===== src/hw/rtl/kdb_pkg.sv =====
// Shared types and constants for the key debounce / long press / auto-repeat unit.
// No dependencies; imported by kdb_key_cell and key_debounce_long_press_repeat_unit.
`timescale 1ns / 1ps
`default_nettype none

package kdb_pkg;

  // Number of pin level bits carried by one scan tick.
  localparam int PIN_W         = 2;
  localparam int FILTER_W      = 7;
  localparam int FCOUNT_W      = 8;
  localparam int LONG_W        = 16;
  localparam int REPEAT_W      = 8;
  localparam int CFG_IDX_W     = 2;
  localparam int CFG_DATA_W    = 16;
  localparam int KIND_W        = 2;

  // Configuration register indexes.
  localparam logic [CFG_IDX_W-1:0] CFG_ACTIVE_LEVELS = 2'd0;
  localparam logic [CFG_IDX_W-1:0] CFG_FILTER_TIME   = 2'd1;
  localparam logic [CFG_IDX_W-1:0] CFG_LONG_TIME     = 2'd2;
  localparam logic [CFG_IDX_W-1:0] CFG_REPEAT_SPEED  = 2'd3;

  // Reset values of the configuration registers.
  localparam logic [PIN_W-1:0]    RST_ACTIVE_LEVELS = 2'd0;
  localparam logic [FILTER_W-1:0] RST_FILTER_TIME   = 7'd5;
  localparam logic [LONG_W-1:0]   RST_LONG_TIME     = 16'd100;
  localparam logic [REPEAT_W-1:0] RST_REPEAT_SPEED  = 8'd6;

  // Event kinds as they appear on the result channel.
  typedef enum logic [KIND_W-1:0] {
    EV_DOWN = 2'd0,
    EV_UP   = 2'd1,
    EV_LONG = 2'd2
  } kdb_event_t;

  // Timing settings shared by all key cells.
  typedef struct packed {
    logic [FILTER_W-1:0] filter_time;
    logic [LONG_W-1:0]   long_time;
    logic [REPEAT_W-1:0] repeat_speed;
  } kdb_cfg_t;

  // Events one key raises on one tick: a press/release event first, then
  // a long press or repeat event.
  typedef struct packed {
    logic       ev0_vld;
    kdb_event_t ev0_kind;
    logic       ev1_vld;
    kdb_event_t ev1_kind;
  } kdb_key_ev_t;

endpackage : kdb_pkg

`default_nettype wire


===== src/hw/rtl/key_debounce_long_press_repeat_unit.sv =====
// A scan tick is accepted into the input register and evaluated from there; its events are
// loaded into the head record, which drives out_tvalid, then go out one per cycle while out_tready is high.
// Throughput: one tick per cycle while ticks raise at most one event each and out_tready is
// high; otherwise the single result port sets the pace at one event per cycle.
// Reset (rst_n low, synchronous) clears all key state and the pipeline and reloads the
// configuration registers with active_levels 0, filter_time 5, long_time 100, repeat_speed 6.
// Top level of the key debounce unit; depends on kdb_pkg and kdb_key_cell.
`timescale 1ns / 1ps
`default_nettype none

module key_debounce_long_press_repeat_unit #(
  parameter int KEYS = 2
) (
  input  wire                              clk,
  input  wire                              rst_n,
  // Scan tick channel.
  input  wire                              in_tvalid,
  output logic                             in_tready,
  input  wire  [7:0]                       in_tdata,   // [1:0] pin_levels, rest zero
  input  wire  [0:0]                       in_tuser,   // [0] command
  // Event channel.
  output logic                             out_tvalid,
  input  wire                              out_tready,
  output logic [7:0]                       out_tdata,  // [0] key_index, rest zero
  output logic [1:0]                       out_tuser,  // [1:0] event_kind
  output logic                             out_tlast,
  // Configuration write port.
  input  wire                              cfg_we,
  input  wire  [kdb_pkg::CFG_IDX_W-1:0]    cfg_index,
  input  wire  [kdb_pkg::CFG_DATA_W-1:0]   cfg_wdata
);
  import kdb_pkg::*;

  // Each key owns two event slots per tick: slot 2k for press/release and
  // slot 2k+1 for long press or repeat. Slots drain lowest first, which
  // gives key order and, within a key, the order the events arise.
  localparam int SLOTS = 2 * KEYS;

  // ---------------------------------------------------------------------
  // Configuration registers. The user must write them only while the unit is idle; the block does not enforce it.
  // ---------------------------------------------------------------------
  logic [PIN_W-1:0] active_levels_r;
  kdb_cfg_t         cfg_r;

  always_ff @(posedge clk) begin
    if (!rst_n) begin
      active_levels_r    <= RST_ACTIVE_LEVELS;
      cfg_r.filter_time  <= RST_FILTER_TIME;
      cfg_r.long_time    <= RST_LONG_TIME;
      cfg_r.repeat_speed <= RST_REPEAT_SPEED;
    end else if (cfg_we) begin
      case (cfg_index)
        CFG_ACTIVE_LEVELS: active_levels_r    <= cfg_wdata[PIN_W-1:0];
        CFG_FILTER_TIME:   cfg_r.filter_time  <= cfg_wdata[FILTER_W-1:0];
        CFG_LONG_TIME:     cfg_r.long_time    <= cfg_wdata[LONG_W-1:0];
        CFG_REPEAT_SPEED:  cfg_r.repeat_speed <= cfg_wdata[REPEAT_W-1:0];
        default: ;
      endcase
    end
  end

  // ---------------------------------------------------------------------
  // Input register. A tick waits here until the spare event record is free.
  // ---------------------------------------------------------------------
  logic             in_vld_r;
  logic             in_fast_r;
  logic [PIN_W-1:0] in_pins_r;
  logic             advance;
  logic             pend_vld_r;

  assign advance   = in_vld_r && !pend_vld_r;
  assign in_tready = !in_vld_r || advance;

  always_ff @(posedge clk) begin
    if (!rst_n) begin
      in_vld_r <= 1'b0;
    end else if (in_tready) begin
      in_vld_r <= in_tvalid;
    end
  end

  always_ff @(posedge clk) begin
    if (in_tvalid && in_tready) begin
      in_fast_r <= in_tuser[0];
      in_pins_r <= in_tdata[PIN_W-1:0];
    end
  end

  // ---------------------------------------------------------------------
  // Sole-key detection: a key is down only when it is the one active key.
  // Keys beyond the pin field have no pin level and always count as
  // active.
  // ---------------------------------------------------------------------
  logic [KEYS-1:0] act;
  logic            sole;
  logic [KEYS-1:0] key_down;

  for (genvar k = 0; k < KEYS; k++) begin : g_act
    if (k < PIN_W) begin : g_pin
      assign act[k] = (in_pins_r[k] == active_levels_r[k]);
    end else begin : g_nopin
      assign act[k] = 1'b1;
    end
  end

  assign sole     = (act != '0) && ((act & (act - 1'b1)) == '0);
  assign key_down = sole ? act : '0;

  // ---------------------------------------------------------------------
  // Key cells and the event record they produce for this tick.
  // ---------------------------------------------------------------------
  kdb_key_ev_t      key_ev [KEYS];
  logic [SLOTS-1:0] new_mask;
  kdb_event_t       new_kind [SLOTS];
  logic             new_rec_vld;

  for (genvar k = 0; k < KEYS; k++) begin : g_key
    kdb_key_cell u_cell (
      .clk     (clk),
      .rst_n   (rst_n),
      .tick_en (advance),
      .fast    (in_fast_r),
      .down    (key_down[k]),
      .cfg     (cfg_r),
      .ev      (key_ev[k])
    );
    assign new_mask[2*k]   = key_ev[k].ev0_vld;
    assign new_mask[2*k+1] = key_ev[k].ev1_vld;
    assign new_kind[2*k]   = key_ev[k].ev0_kind;
    assign new_kind[2*k+1] = key_ev[k].ev1_kind;
  end

  // A tick with no event leaves no record, so it produces no result.
  assign new_rec_vld = advance && (new_mask != '0);

  // ---------------------------------------------------------------------
  // Event records: the head record drives the result channel, the spare
  // record lets the next tick be evaluated while the head still drains.
  // ---------------------------------------------------------------------
  logic             head_vld_r;
  logic [SLOTS-1:0] head_mask_r;
  kdb_event_t       head_kind_r [SLOTS];
  logic [SLOTS-1:0] pend_mask_r;
  kdb_event_t       pend_kind_r [SLOTS];

  logic             sel_key;
  kdb_event_t       sel_kind;
  logic [SLOTS-1:0] head_rest;
  logic             out_fire;
  logic             head_done;
  logic             head_avail;

  // Lowest pending slot of the head record.
  always_comb begin
    sel_key  = 1'b0;
    sel_kind = EV_DOWN;
    for (int i = SLOTS - 1; i >= 0; i--) begin
      if (head_mask_r[i]) begin
        sel_key  = i[1];
        sel_kind = head_kind_r[i];
      end
    end
  end

  assign head_rest  = head_mask_r & (head_mask_r - 1'b1);
  assign out_fire   = out_tvalid && out_tready;
  assign head_done  = out_fire && (head_rest == '0);
  assign head_avail = !head_vld_r || head_done;

  assign out_tvalid = head_vld_r;
  assign out_tdata  = {7'd0, sel_key};
  assign out_tuser  = sel_kind;
  assign out_tlast  = (head_rest == '0);

  always_ff @(posedge clk) begin
    if (!rst_n) begin
      head_vld_r <= 1'b0;
      pend_vld_r <= 1'b0;
    end else if (head_avail) begin
      if (pend_vld_r) begin
        head_vld_r <= 1'b1;
        pend_vld_r <= 1'b0;
      end else begin
        head_vld_r <= new_rec_vld;
      end
    end else if (new_rec_vld) begin
      pend_vld_r <= 1'b1;
    end
  end

  always_ff @(posedge clk) begin
    if (head_avail) begin
      if (pend_vld_r) begin
        head_mask_r <= pend_mask_r;
        head_kind_r <= pend_kind_r;
      end else begin
        head_mask_r <= new_mask;
        head_kind_r <= new_kind;
      end
    end else begin
      if (out_fire) begin
        head_mask_r <= head_rest;
      end
      if (new_rec_vld) begin
        pend_mask_r <= new_mask;
        pend_kind_r <= new_kind;
      end
    end
  end

`ifndef SYNTHESIS
  // A record on the result channel always has at least one event left.
  a_head_nonempty: assert property (@(posedge clk) disable iff (!rst_n)
    head_vld_r |-> (head_mask_r != '0))
    else $error("head event record is valid but empty");

  // The spare record is only occupied behind a busy head record.
  a_pend_behind_head: assert property (@(posedge clk) disable iff (!rst_n)
    pend_vld_r |-> head_vld_r)
    else $error("spare event record valid while head is empty");

  // When the head finishes with a spare record waiting, the spare moves up intact.
  a_pend_promote: assert property (@(posedge clk) disable iff (!rst_n)
    (head_avail && pend_vld_r) |=> (head_vld_r && head_mask_r == $past(pend_mask_r)))
    else $error("spare event record not promoted to head");

  // The input side only stalls while a tick waits on a full spare record.
  a_in_stall_cause: assert property (@(posedge clk) disable iff (!rst_n)
    !in_tready |-> (in_vld_r && pend_vld_r))
    else $error("scan tick stalled without a full spare record");
`endif

endmodule : key_debounce_long_press_repeat_unit

`default_nettype wire


===== src/hw/rtl/kdb_key_cell.sv =====
// State and next-state logic of one key: filter counter, pressed flag,
// hold counter and repeat counter. Depends on kdb_pkg.
`timescale 1ns / 1ps
`default_nettype none

module kdb_key_cell (
  input  wire                  clk,
  input  wire                  rst_n,
  input  wire                  tick_en,
  input  wire                  fast,
  input  wire                  down,
  input  wire kdb_pkg::kdb_cfg_t cfg,
  output kdb_pkg::kdb_key_ev_t ev
);
  import kdb_pkg::*;

  logic [FCOUNT_W-1:0] fcount_r, fcount_nxt;
  logic                pressed_r, pressed_nxt;
  logic [LONG_W-1:0]   hold_r, hold_nxt;
  logic [REPEAT_W-1:0] rep_r, rep_nxt;

  logic                held_go;
  logic                rel_go;
  logic [FCOUNT_W-1:0] f_ext;
  logic [FCOUNT_W-1:0] f_twice;
  logic [LONG_W-1:0]   hold_inc;
  logic [REPEAT_W:0]   rep_inc;

  always_comb begin
    f_ext       = {1'b0, cfg.filter_time};
    f_twice     = {cfg.filter_time, 1'b0};
    hold_inc    = hold_r + 16'd1;
    rep_inc     = {1'b0, rep_r} + 9'd1;
    fcount_nxt  = fcount_r;
    pressed_nxt = pressed_r;
    hold_nxt    = hold_r;
    rep_nxt     = rep_r;
    held_go     = 1'b0;
    rel_go      = 1'b0;
    ev          = '{ev0_vld: 1'b0, ev0_kind: EV_DOWN, ev1_vld: 1'b0, ev1_kind: EV_DOWN};

    if (fast) begin
      held_go = down;
      rel_go  = !down;
    end else if (down) begin
      if (fcount_r < f_ext) begin
        fcount_nxt = f_ext;
      end else if (fcount_r < f_twice) begin
        fcount_nxt = fcount_r + 8'd1;
      end else begin
        held_go = 1'b1;
      end
    end else begin
      if (fcount_r > f_ext) begin
        fcount_nxt = f_ext;
      end else if (fcount_r != '0) begin
        fcount_nxt = fcount_r - 8'd1;
      end else begin
        rel_go = 1'b1;
      end
    end

    // Any tick on which the key is not down restarts hold and repeat timing.
    if (!down) begin
      hold_nxt = '0;
      rep_nxt  = '0;
    end

    if (held_go) begin
      if (!pressed_r) begin
        pressed_nxt = 1'b1;
        ev.ev0_vld  = 1'b1;
        ev.ev0_kind = EV_DOWN;
      end
      if (cfg.long_time != '0) begin
        if (hold_r < cfg.long_time) begin
          hold_nxt = hold_inc;
          if (hold_inc == cfg.long_time) begin
            ev.ev1_vld  = 1'b1;
            ev.ev1_kind = EV_LONG;
          end
        end else if (cfg.repeat_speed != '0) begin
          if (rep_inc >= {1'b0, cfg.repeat_speed}) begin
            rep_nxt     = '0;
            ev.ev1_vld  = 1'b1;
            ev.ev1_kind = EV_DOWN;
          end else begin
            rep_nxt = rep_inc[REPEAT_W-1:0];
          end
        end
      end
    end

    if (rel_go && pressed_r) begin
      pressed_nxt = 1'b0;
      ev.ev0_vld  = 1'b1;
      ev.ev0_kind = EV_UP;
    end
  end

  always_ff @(posedge clk) begin
    if (!rst_n) begin
      fcount_r  <= '0;
      pressed_r <= 1'b0;
      hold_r    <= '0;
      rep_r     <= '0;
    end else if (tick_en) begin
      fcount_r  <= fcount_nxt;
      pressed_r <= pressed_nxt;
      hold_r    <= hold_nxt;
      rep_r     <= rep_nxt;
    end
  end

endmodule : kdb_key_cell

`default_nettype wire

===== config.mk =====
export PLATFORM = sky130hd
export DESIGN_NAME = key_debounce_long_press_repeat_unit
export DESIGN_NICKNAME = d
export VERILOG_FILES = /design/src/hw/rtl/kdb_pkg.sv /design/src/hw/rtl/key_debounce_long_press_repeat_unit.sv /design/src/hw/rtl/kdb_key_cell.sv
export SDC_FILE = /design/constraint.sdc
export NUM_CORES = 1
export LEC_CHECK = 0
export CAP_MARGIN = 20
export CORE_UTILIZATION = 35
export CTS_CLUSTER_DIAMETER = 200
export DETAILED_ROUTE_END_ITERATION = 10
export DONT_BUFFER_PORTS = 1
export PLACE_DENSITY_LB_ADDON = 0.3
export SETUP_SLACK_MARGIN = 0.05
export SYNTH_ARGS = -nofsm -noshare
export SYNTH_HDL_FRONTEND = slang
export SYNTH_SLANG_ARGS = --single-unit

===== constraint.sdc =====
create_clock -name clk -period 5.8 [get_ports clk]
set_clock_uncertainty 0.15 [all_clocks]
set_input_delay 1.16 -clock clk [delete_from_list [all_inputs] [get_ports clk]]
set_output_delay 1.16 -clock clk [all_outputs]
set_load 0.01 [all_outputs]

# After elaboration in Yosys (flattened, before gate mapping)
# Cells that the tools add are included.
dict set report word_totals {
  mem_count 0
  ram_bits 0
  inputBits 32
  rom_bits 0
  ff_bits 129
  output_inout_bits 13
  wordCells 180
  latch_bits 0
}
dict set report op_classes {
  magnitude_cmp 10
  add_sub_neg 10
  n_div 0
  n_eq_ne 9
  reduce_logical 39
  n_mul 0
  n_mux 80
  shifts 0
  bitwise 5
}
# op n
set op_table {}
lappend op_table {{8-bit 2-to-1 mux} 23}
lappend op_table {{16-bit 2-to-1 mux} 8}
lappend op_table {{3-bit 2-to-1 mux} 14}
lappend op_table {{16-bit by 1-bit adder with 16-bit output (second input constant)} 2}
lappend op_table {{16-bit equality test} 2}
lappend op_table {{16-bit < comparator} 2}
lappend op_table {{1-bit 2-to-1 mux} 25}
lappend op_table {{8-bit nonzero test} 3}
lappend op_table {{8-bit by 1-bit adder with 9-bit output (second input constant)} 2}
lappend op_table {{9-bit by 8-bit greater-or-equal comparator with 1-bit output} 2}
lappend op_table {{8-bit by 1-bit adder with 8-bit output (second input constant)} 2}
lappend op_table {{8-bit by 7-bit greater-than comparator with 1-bit output} 2}
lappend op_table {{8-bit by 7-bit < comparator with 1-bit output} 2}
lappend op_table {{8-bit < comparator} 2}
lappend op_table {{16-bit nonzero test} 1}
lappend op_table {{8-bit by 1-bit subtractor with 8-bit output (second input constant)} 2}
lappend op_table {{2-bit AND reduction} 7}
lappend op_table {{4-bit 2-to-1 mux} 3}
lappend op_table {{6-bit 2-to-1 mux} 2}
lappend op_table {{2-bit 2-to-1 mux} 5}
lappend op_table {{1-bit logical AND} 8}
lappend op_table {{4-bit AND reduction} 2}
lappend op_table {{2-bit nonzero test} 4}
lappend op_table {{3-bit by 1-bit != test with 1-bit output (second input constant)} 2}
lappend op_table {{15 further kinds} 26}

# Logic depth before layout (Yosys ltp)
# Gate-level depths: netlist (run 1).
dict set report logic_depth {
  depth_word 13
  depth_mapped 13
  depth_no_buf 13
}

# Cells and area by module
# A second synthesis (run 1) with hierarchy kept.
dict set report unflattened {
  hier_cells 1240
  hier_area_um2 10217.3
}
# mod area_each_um2 seq_area_each_um2 n_inst cells_each
set modules_own_cells {}
lappend modules_own_cells {kdb_key_cell 3827.4 660.6 2 498}
lappend modules_own_cells {key_debounce_long_press_repeat_unit 2562.5 1531.5 1 244}

# Worst setup path before layout (run 1)
# No wires, ideal clock.
dict set report synth_path {
  kind {flip-flop to flip-flop}
  start {register g_key[0].u_cell.hold_r[0]}
  end {register pend_kind_r[1] (netlist name) (enable)}
  period_less_slack_ns 3.356
  setup_slack_ns 2.444
  stages_incl_launch_ff 11
  setup_ns 0.383
  n_path_buf 1
  arrival_time_ns 2.822
  t_required_ns 5.267
  cell_sequence {dfxtp_1 > ha_1 > clkbuf_1 > nand3b_1 > a221o_1 > a222oi_1 > and4_1 > nand4_1 > o22ai_2 > a2111oi_2 > nor3_1}
}
# element line_no
set synth_rtl {}
lappend synth_rtl {{start: declaration} kdb_key_cell.sv:19} ;# logic [LONG_W-1:0] hold_r, hold_nxt;
lappend synth_rtl {{start signal: assignment} kdb_key_cell.sv:110} ;# hold_r <= hold_nxt;
lappend synth_rtl {{end signal: assignment} key_debounce_long_press_repeat_unit.sv:206} ;# pend_kind_r <= new_kind;
lappend synth_rtl {{end: declaration} key_debounce_long_press_repeat_unit.sv:144} ;# kdb_event_t pend_kind_r [SLOTS];

# Worst setup path in the final report (run 1)
dict set report layout_path {
  start {register cfg_r[30] (netlist name)}
  end {register g_key[1].u_cell.hold_r[14]}
}
dict set report layout_via {
  elab_chain_len 6
  word_cells_on_any_way 7
  classes_between {order compare (2); mux (5)}
}
# element line_no
set layout_rtl {}
lappend layout_rtl {{start: declaration} key_debounce_long_press_repeat_unit.sv:43} ;# kdb_cfg_t cfg_r;
lappend layout_rtl {{8-bit < comparator} kdb_key_cell.sv:48} ;# end else if (fcount_r < f_twice) begin
lappend layout_rtl {{1-bit 2-to-1 mux} kdb_key_cell.sv:48}
lappend layout_rtl {{1-bit 2-to-1 mux *} kdb_key_cell.sv:46} ;# if (fcount_r < f_ext) begin
lappend layout_rtl {{1-bit 2-to-1 mux *} kdb_key_cell.sv:45} ;# end else if (down) begin
lappend layout_rtl {{1-bit 2-to-1 mux *} kdb_key_cell.sv:42} ;# if (fast) begin
lappend layout_rtl {{16-bit 2-to-1 mux *} kdb_key_cell.sv:69} ;# if (held_go) begin
lappend layout_rtl {{end signal: assignment} kdb_key_cell.sv:110}
lappend layout_rtl {{end: declaration} kdb_key_cell.sv:19}
# Every way passes the cells marked *; elsewhere a longest branch is shown, timed or not.
# A chain may end at the register's enable or synchronous reset.

==> results of run 1 <==
-- power breakdown --
| group | switching [W] | internal, W |
|---|---|---|
| clock | 0.000444 | 0.000680 |
| sequential | 0.0000516 | 0.000878 |
| combinational | 0.000264 | 0.000170 |
-- layer usage --
layer,vias to the layer above,wire [microns]
met5,-,0
met4,0,410
met3,39,1219
met2,214,11250
met1,3949,11760
li1,4091,-
-- registers in the layout, summed over array words and instances, names as in the netlist --
register	cells
g_key.u_cell.rep_r	16
cfg_r	31
g_key.u_cell.hold_r	32
out_tvalid	1
g_key.u_cell.fcount_r	16
pend_kind_r	4
head_kind_r	4
active_levels_r	2
pend_mask_r	4
pend_vld_r	1
in_pins_r	2
in_vld_r	1
in_fast_r	1
g_key.u_cell.pressed_r	2
head_mask_r	4
-- cell families after synthesis --
| kind of cell | count (synthesis) | share of synthesized area [%] |
|---|---|---|
| other | 1 | 0.04149 |
| adder cells (fa/ha/maj) | 85 | 11.74 |
| buffers and inverters | 109 | 5.150 |
| XOR/XNOR | 55 | 5.330 |
| multiplexers | 15 | 1.675 |
| AO/OA/AOI/OAI | 314 | 22.30 |
| flip-flops | 121 | 28.91 |
| AND/OR/NAND/NOR | 428 | 24.85 |
-- worst min-delay path by stage --
stage	slack (ns)	to	from	depth (start not counted)
4_1_cts	0.33	cfg_r[7]	cfg_r[7]	2
5_1_grt	0.35	cfg_r[7]	cfg_r[7]	2
3_5_place_dp	0.32	cfg_r[7]	cfg_r[7]	2
3_3_place_gp	0.32	cfg_r[6]	cfg_r[6]	2
6_report	0.33	cfg_r[7]	cfg_r[7]	2
2_1_floorplan	0.30	cfg_r[6]	cfg_r[6]	2
-- layout by cell type (no fill, tap or decap), types with 5 or more instances in the layout --
cell type	instances
nand2_1	110
a21oi_1	104
dfxtp_1	102
nor2_1	94
ha_1	84
o21ai_0	67
nand3_1	47
inv_1	44
xnor2_1	31
xor2_1	24
a22oi_1	20
nand4_1	19
edfxtp_1	19
nor3_1	18
clkbuf_16	18
and3_1	17
and4_1	14
or3_1	14
mux2i_1	14
a211oi_1	13
nand3b_1	13
a31oi_1	12
o21a_1	12
nor4_1	12
nor2b_1	10
and2_1	10
o211ai_1	10
a21o_1	9
nand2b_1	8
buf_4	8
conb_1	7
o31ai_1	6
nor3b_1	6
inv_6	6
nand4b_1	5
or4_1	5
o221ai_1	5
-- stage by stage --
stage	area, sq um	instances	hold slack [ns]	total power (W)	setup WS [ns]
after floorplan	9060	1134	0.2990	0.001283	2.444
after global placement	9221	1406	0.3197	0.001366	1.914
after detailed placement	9221	1406	0.3209	0.001372	1.742
after CTS	9841	1438	0.3313	0.002499	1.710
after global routing	9856	1440	0.3538	0.002592	1.389
final	9856	1440	0.3346	0.002487	1.823
-- final cells by class --
type / count / area [sq um] / share of cell area, %
Tap cell: 330 / 412.9 / 4.189
Timing Repair Buffer: 8 / 60.06 / 0.6094
Multi-Input combinational cell: 904 / 5982 / 60.70
Clock buffer: 19 / 464.2 / 4.710
Clock inverter: 13 / 155.1 / 1.574
Inverter: 45 / 168.9 / 1.714
Sequential cell: 121 / 2613 / 26.51
-- worst min-delay path: stages, from the launching register on --
cell and delay (ns):
dfxtp_1 0.33, nand2_1 0.06, a21oi_1 0.05
-- synth_stat cells, types with 6 or more instances --
cell type,instances,area [sq um]
nand2b_1,8,50.05
o21ai_0,67,335.3
mux2i_1,14,140.1
a211oi_1,13,97.59
o21a_1,12,90.09
nand3_1,47,235.2
buf_4,10,75.07
a31oi_1,12,75.07
nor3_1,18,90.09
nand4_1,19,118.9
and3_1,17,106.4
nor2b_1,10,62.56
xnor2_1,31,271.5
inv_1,45,168.9
a21o_1,9,67.56
clkbuf_1,43,161.4
a22oi_1,20,150.1
nor2_1,94,352.8
a21oi_1,104,520.5
xor2_1,24,210.2
o31ai_1,6,45.04
ha_1,84,1051
nand3b_1,13,97.59
nor3b_1,6,45.04
and2_1,10,62.56
or3_1,14,87.58
dfxtp_1,102,2042
buf_2,8,40.04
o211ai_1,10,75.07
nand2_1,110,412.9
edfxtp_1,19,570.6
and4_1,14,122.6
nor4_1,12,75.07
==> flow_summary.toml, run 1 <==
[status]
status = "finished clean"

[clocking]
cts_hold_buf = 0
cts_resized = 0
cts.sinks = 121
cts_setup_buffers = 0
htree_levels = 4
root_buffer = "clkbuf_16"
cts_tree = "done"
path_clk_slew_ns = 0.06
clock_latency_ns = 0.44
cts-buffers-inserted = 17
clockBufferDepth = 2

[detailed_routing]
drt_pass1_iterations = 5
ant_nets = 0
drc = 0
routed_wl_microns = 24640
via_per_inst = 5.759
dr.first_iter.drc_count = 760
wire_per_inst_microns = 17.11
vias = 8293

[finish]
finalNetCount = 1213
drive_gt1_share_pct = 5.405
diodes = 0
fillers = 2595
fin_util_pct = 39.03
syn2layout_area_growth_pct = 9.054

[yosys]
synth-edff-count = 19
yosysUniqueCellTypes = 83
synth_seq_cells = 121
seq_area_frac_synth_pct = 28.91
syn-mean-instance-area_sq_um = 8.012
ys.flop_type = "dfxtp_1"
yosysWarningCount = 0
async_reset_ff_share_pct = 0
syn_area_sq_mm = 0.009037
syn_inst = 1128

[sta]
finalCritPeriodShare_pct = 68.56
slew_headroom_pct = 40.33
worst_slew_pin_slew_ns = 0.8937
setup_viol = 0
fmax_mhz = 251.5
hold_violations = 0
maxSlewViolCount = 0
period_needed_ns = 3.977
tns_ns = 0
rsz0062_at_grt = "false"

[die]
pin_count = 45
fp.dieH_microns = 162.7
placementRows = 58
die_w_microns = 162.7
start_util_pct = 35.79
die_area_sq_mm = 0.02647
coreArea_sq_mm = 0.02525

[setup_path]
critical_path_depth = 9
worstSetupStartpoint = "cfg_r[30]"
critPathTopFamily = "simple AND/OR/NAND/NOR gates"
worstPathRequired_ns = 6.01
reg2reg_to = "g_key[1].u_cell.hold_r[14]"
slowest_delay_ns = 0.75
path_class = "flip-flop to flip-flop"
end_kind = "flip-flop"
cp-start-kind = "flip-flop"
critical_path.max_fanout = 21
r2r_start = "cfg_r[30]"
slowest_stage = "nand4_1"
worstPathCellList = "inv_1, ha_1, nand4b_1, a31oi_1, o21ai_2, o31ai_4, nand4_1, or4_1, a21oi_1"
reg2reg_depth = 9
crit_arrival_ns = 4.19
cp-endpoint = "g_key[1].u_cell.hold_r[14]"
r2r_slack_ns = 1.82
cp.buffers_inverters = 1

[grt]
grt_pass1_wl_microns = 39560
use_met2_pct = 30.35
antenna_found_initial = 0
grt.total_usage_pct = 18.81
grt_max_degree = 47
use_met1_pct = 25.15
grt_pass1_vias = 7579
gr-total-overflow = 0
grt-busiest-layer = "met2"
grt_util_met3_pct = 3.820

[power]
peakVddDrop_mv = 0.1712
p_per_area_mw_per_mm2 = 252.4
p_leak_nw = 3.758

[job]
max_cap_viol_count = 0

[hold_path]
hold_class = "flip-flop to flip-flop"

[placement]
dp_hpwl_microns = 17830
io_buffers = 0
gp_congestion = 0.8566
Power figures use the tool's default switching activity.
==> inputs of run 2 (changes only) <==
Settings changed: ABC_AREA from default to 1.
Clock period 5.8 ns to 3.5 ns, I/O delays scaled along.
==> run 2 against run 1 <==
Compared with the run above:
- the run now ends with DRC left
- first-iteration DRC count down 5.9%
- clock-buffer cell count up 4
- total power up 82%
- hold slack worse by 0.12 ns
- routed wire length up 2.6%
- critical endpoint is now pend_mask_r[0]
==> flow_summary.toml, run 2 <==
[status]
status = "finished with violations"
violations = "DRC"

[sta]
setup_slack_ns = 0.3209
tns_ns = 0
hold_violations = 0
worst_slew_pin_slew_ns = 0.6758
finalCritPeriodShare_pct = 90.83
fmax_mhz = 314.6
rsz0062_at_grt = "false"
period_needed_ns = 3.179
setup_viol = 0
slew_headroom_pct = 54.90
maxSlewViolCount = 0

[grt]
grt_util_met3_pct = 2.318
gr-total-overflow = 0
grt_max_degree = 63
use_met2_pct = 30.64
use_met1_pct = 25.12
grt_pass1_vias = 8092
antenna_found_initial = 0
grt_pass1_wl_microns = 41210
grt.total_usage_pct = 18.61
grt-busiest-layer = "met2"

[clocking]
root_buffer = "clkbuf_16"
cts_hold_buf = 0
cts_setup_buffers = 0
cts-buffers-inserted = 17
clockBufferDepth = 2
clock_latency_ns = 0.43
cts_tree = "done"
cts.sinks = 121
path_clk_slew_ns = 0.06
htree_levels = 4

[power]
peakVddDrop_mv = 0.3888
p_leak_nw = 4.626
p_per_area_mw_per_mm2 = 433.7

[detailed_routing]
vias = 8921
via_per_inst = 5.251
drc = 7
dr.first_iter.drc_count = 715
wire_per_inst_microns = 14.88
routed_wl_microns = 25290
ant_nets = 0
drt_pass1_iterations = 8

[placement]
pre_cts_ws_ns = 0.06565
io_buffers = 0
gp_congestion = 0.8468
placed_cells = 1667
dp_hpwl_microns = 18870

[finish]
fin_util_pct = 39.91
largest_reg_flops = 32
final_common_cell = "nand2_1"
layout_common_cells = "289 x nand2_1, 157 x inv_1, 115 x nor2_1"
drive_gt1_share_pct = 9.311
fin_cells = 1699
diodes = 0
top_regs = "g_key.u_cell.hold_r x32, cfg_r x31"
top_register = "g_key.u_cell.hold_r"
syn2layout_area_growth_pct = 11.34
finalNetCount = 1467

[setup_path]
critical_path.max_fanout = 8
crit_arrival_ns = 3.14
cp-start-kind = "flip-flop"
r2r_slack_ns = 0.32
worstPathRequired_ns = 3.46
worstSetupStartpoint = "g_key[0].u_cell.rep_r[0]"
path_class = "flip-flop to flip-flop"
end_kind = "flip-flop"
r2r_start = "g_key[0].u_cell.rep_r[0]"
cp-endpoint = "pend_mask_r[0]"
reg2reg_depth = 17
reg2reg_to = "pend_mask_r[0]"

[die]
fp.dieH_microns = 165.6
start_util_pct = 35.85
coreArea_sq_mm = 0.02613
die_area_sq_mm = 0.02742
placementRows = 59
die_w_microns = 165.6
pin_count = 45

[yosys]
syn_inst = 1342
ys.flop_type = "dfxtp_1"
synth_area_leaders = "dfxtp_1 22%, nand2_1 12%, ha_1 11%"
yosysUniqueCellTypes = 57
syn_area_sq_mm = 0.009368
seq_area_frac_synth_pct = 27.89
yosysWarningCount = 0
synth_seq_cells = 121
synth_area_leader_cell = "dfxtp_1"
syn-mean-instance-area_sq_um = 6.980
async_reset_ff_share_pct = 0
netlist.area_leader.share_pct = 21.80
synth.most_common_cell = "nand2_1"
synth-edff-count = 19
synthTopCellsByCount = "290 x nand2_1, 158 x inv_1, 116 x nor2_1"

[hold_path]
worstHoldPathCells = 0
hold_class = "primary input to flip-flop"

[job]
max_cap_viol_count = 0
## run 2: changes by cell type in the layout (fill, tap and decap cells not counted), sizes merged, moves of 14 or more
cell	change
and3	-16
nor2	+37
nand3	+26
nand2	+198
mux2i	-14
a22oi	-19
and4	-14
nor4	-15
buf	+20
xnor2	-23
or3	-14
inv	+116
o21ai	+41
## run 2: worst max-delay path: stages (launching register included)
cell      delay, ns
dfxtp_1        0.37
inv_1          0.10
nor3_1         0.29
inv_1          0.07
nor2_1         0.16
nand2_1        0.09
xor2_1         0.14
inv_1          0.07
ha_1           0.29
nand2_1        0.05
nand3b_1       0.17
nor3_1         0.16
nand2_1        0.08
nand3_1        0.11
nand2_1        0.12
nand2_2        0.11
o21bai_2       0.10
nor2_4         0.21
## run 2: report_power, final
part	internal (W)	switching, W
Clock	0.00121	0.000671
Combinational	0.000378	0.000665
Sequential	0.00150	0.000102
Total	0.00309	0.00144
## run 2: cell families after synthesis
| family | synth area share (%) |
|---|---|
| simple gates | 26.45 |
| compound gates | 20.17 |
| buf+inv | 9.256 |
| flops | 27.89 |
| fa+ha+maj | 11.22 |
| xor+xnor | 4.982 |
| other cells | 0.04003 |
## run 2: final cells by class
class / count / area (sq um)
fillers: 2724 / 15700
repair buffers: 28 / 210.2
well taps: 335 / 419.2
clock inverters: 9 / 105.1
clock buffers: 23 / 531.8
multi-input cells: 1015 / 5921
inverters: 168 / 630.6
flip-flops and latches: 121 / 2613
## run 2: stage by stage
stage,instance area [sq um],hold WS [ns],total power [W]
global route,10430,0.2043,0.004766
finish,10430,0.2153,0.004524
CTS,10430,0.2008,0.004551
global placement,9786,0.3629,0.002638
floorplan,9390,0.3254,0.002415
detailed placement,9786,0.3704,0.002654
## run 2: repair_timing
item	in CTS	in global routing
cloned	0	0
resized for setup	1	1
setup endpoints to repair	8	8
## run 2: layer usage
layer  up-vias  part of all wire [%]
met4         0                   2.1
met3        38                   4.1
li1       4543                     -
met2       216                    46
met5         -                     0
met1      4124                    48
## run 2: worst min-delay path by stage
stage	start	endpoint	slack, ns
2_1_floorplan	cfg_r[7]	cfg_r[7]	0.33
3_3_place_gp	g_key[1].u_cell.rep_r[0]	g_key[1].u_cell.rep_r[0]	0.36
3_5_place_dp	g_key[1].u_cell.rep_r[0]	g_key[1].u_cell.rep_r[0]	0.37
6_report	in_tdata[1]	in_pins_r[1]	0.22
4_1_cts	in_tuser	in_fast_r	0.20
5_1_grt	in_tdata[1]	in_pins_r[1]	0.20
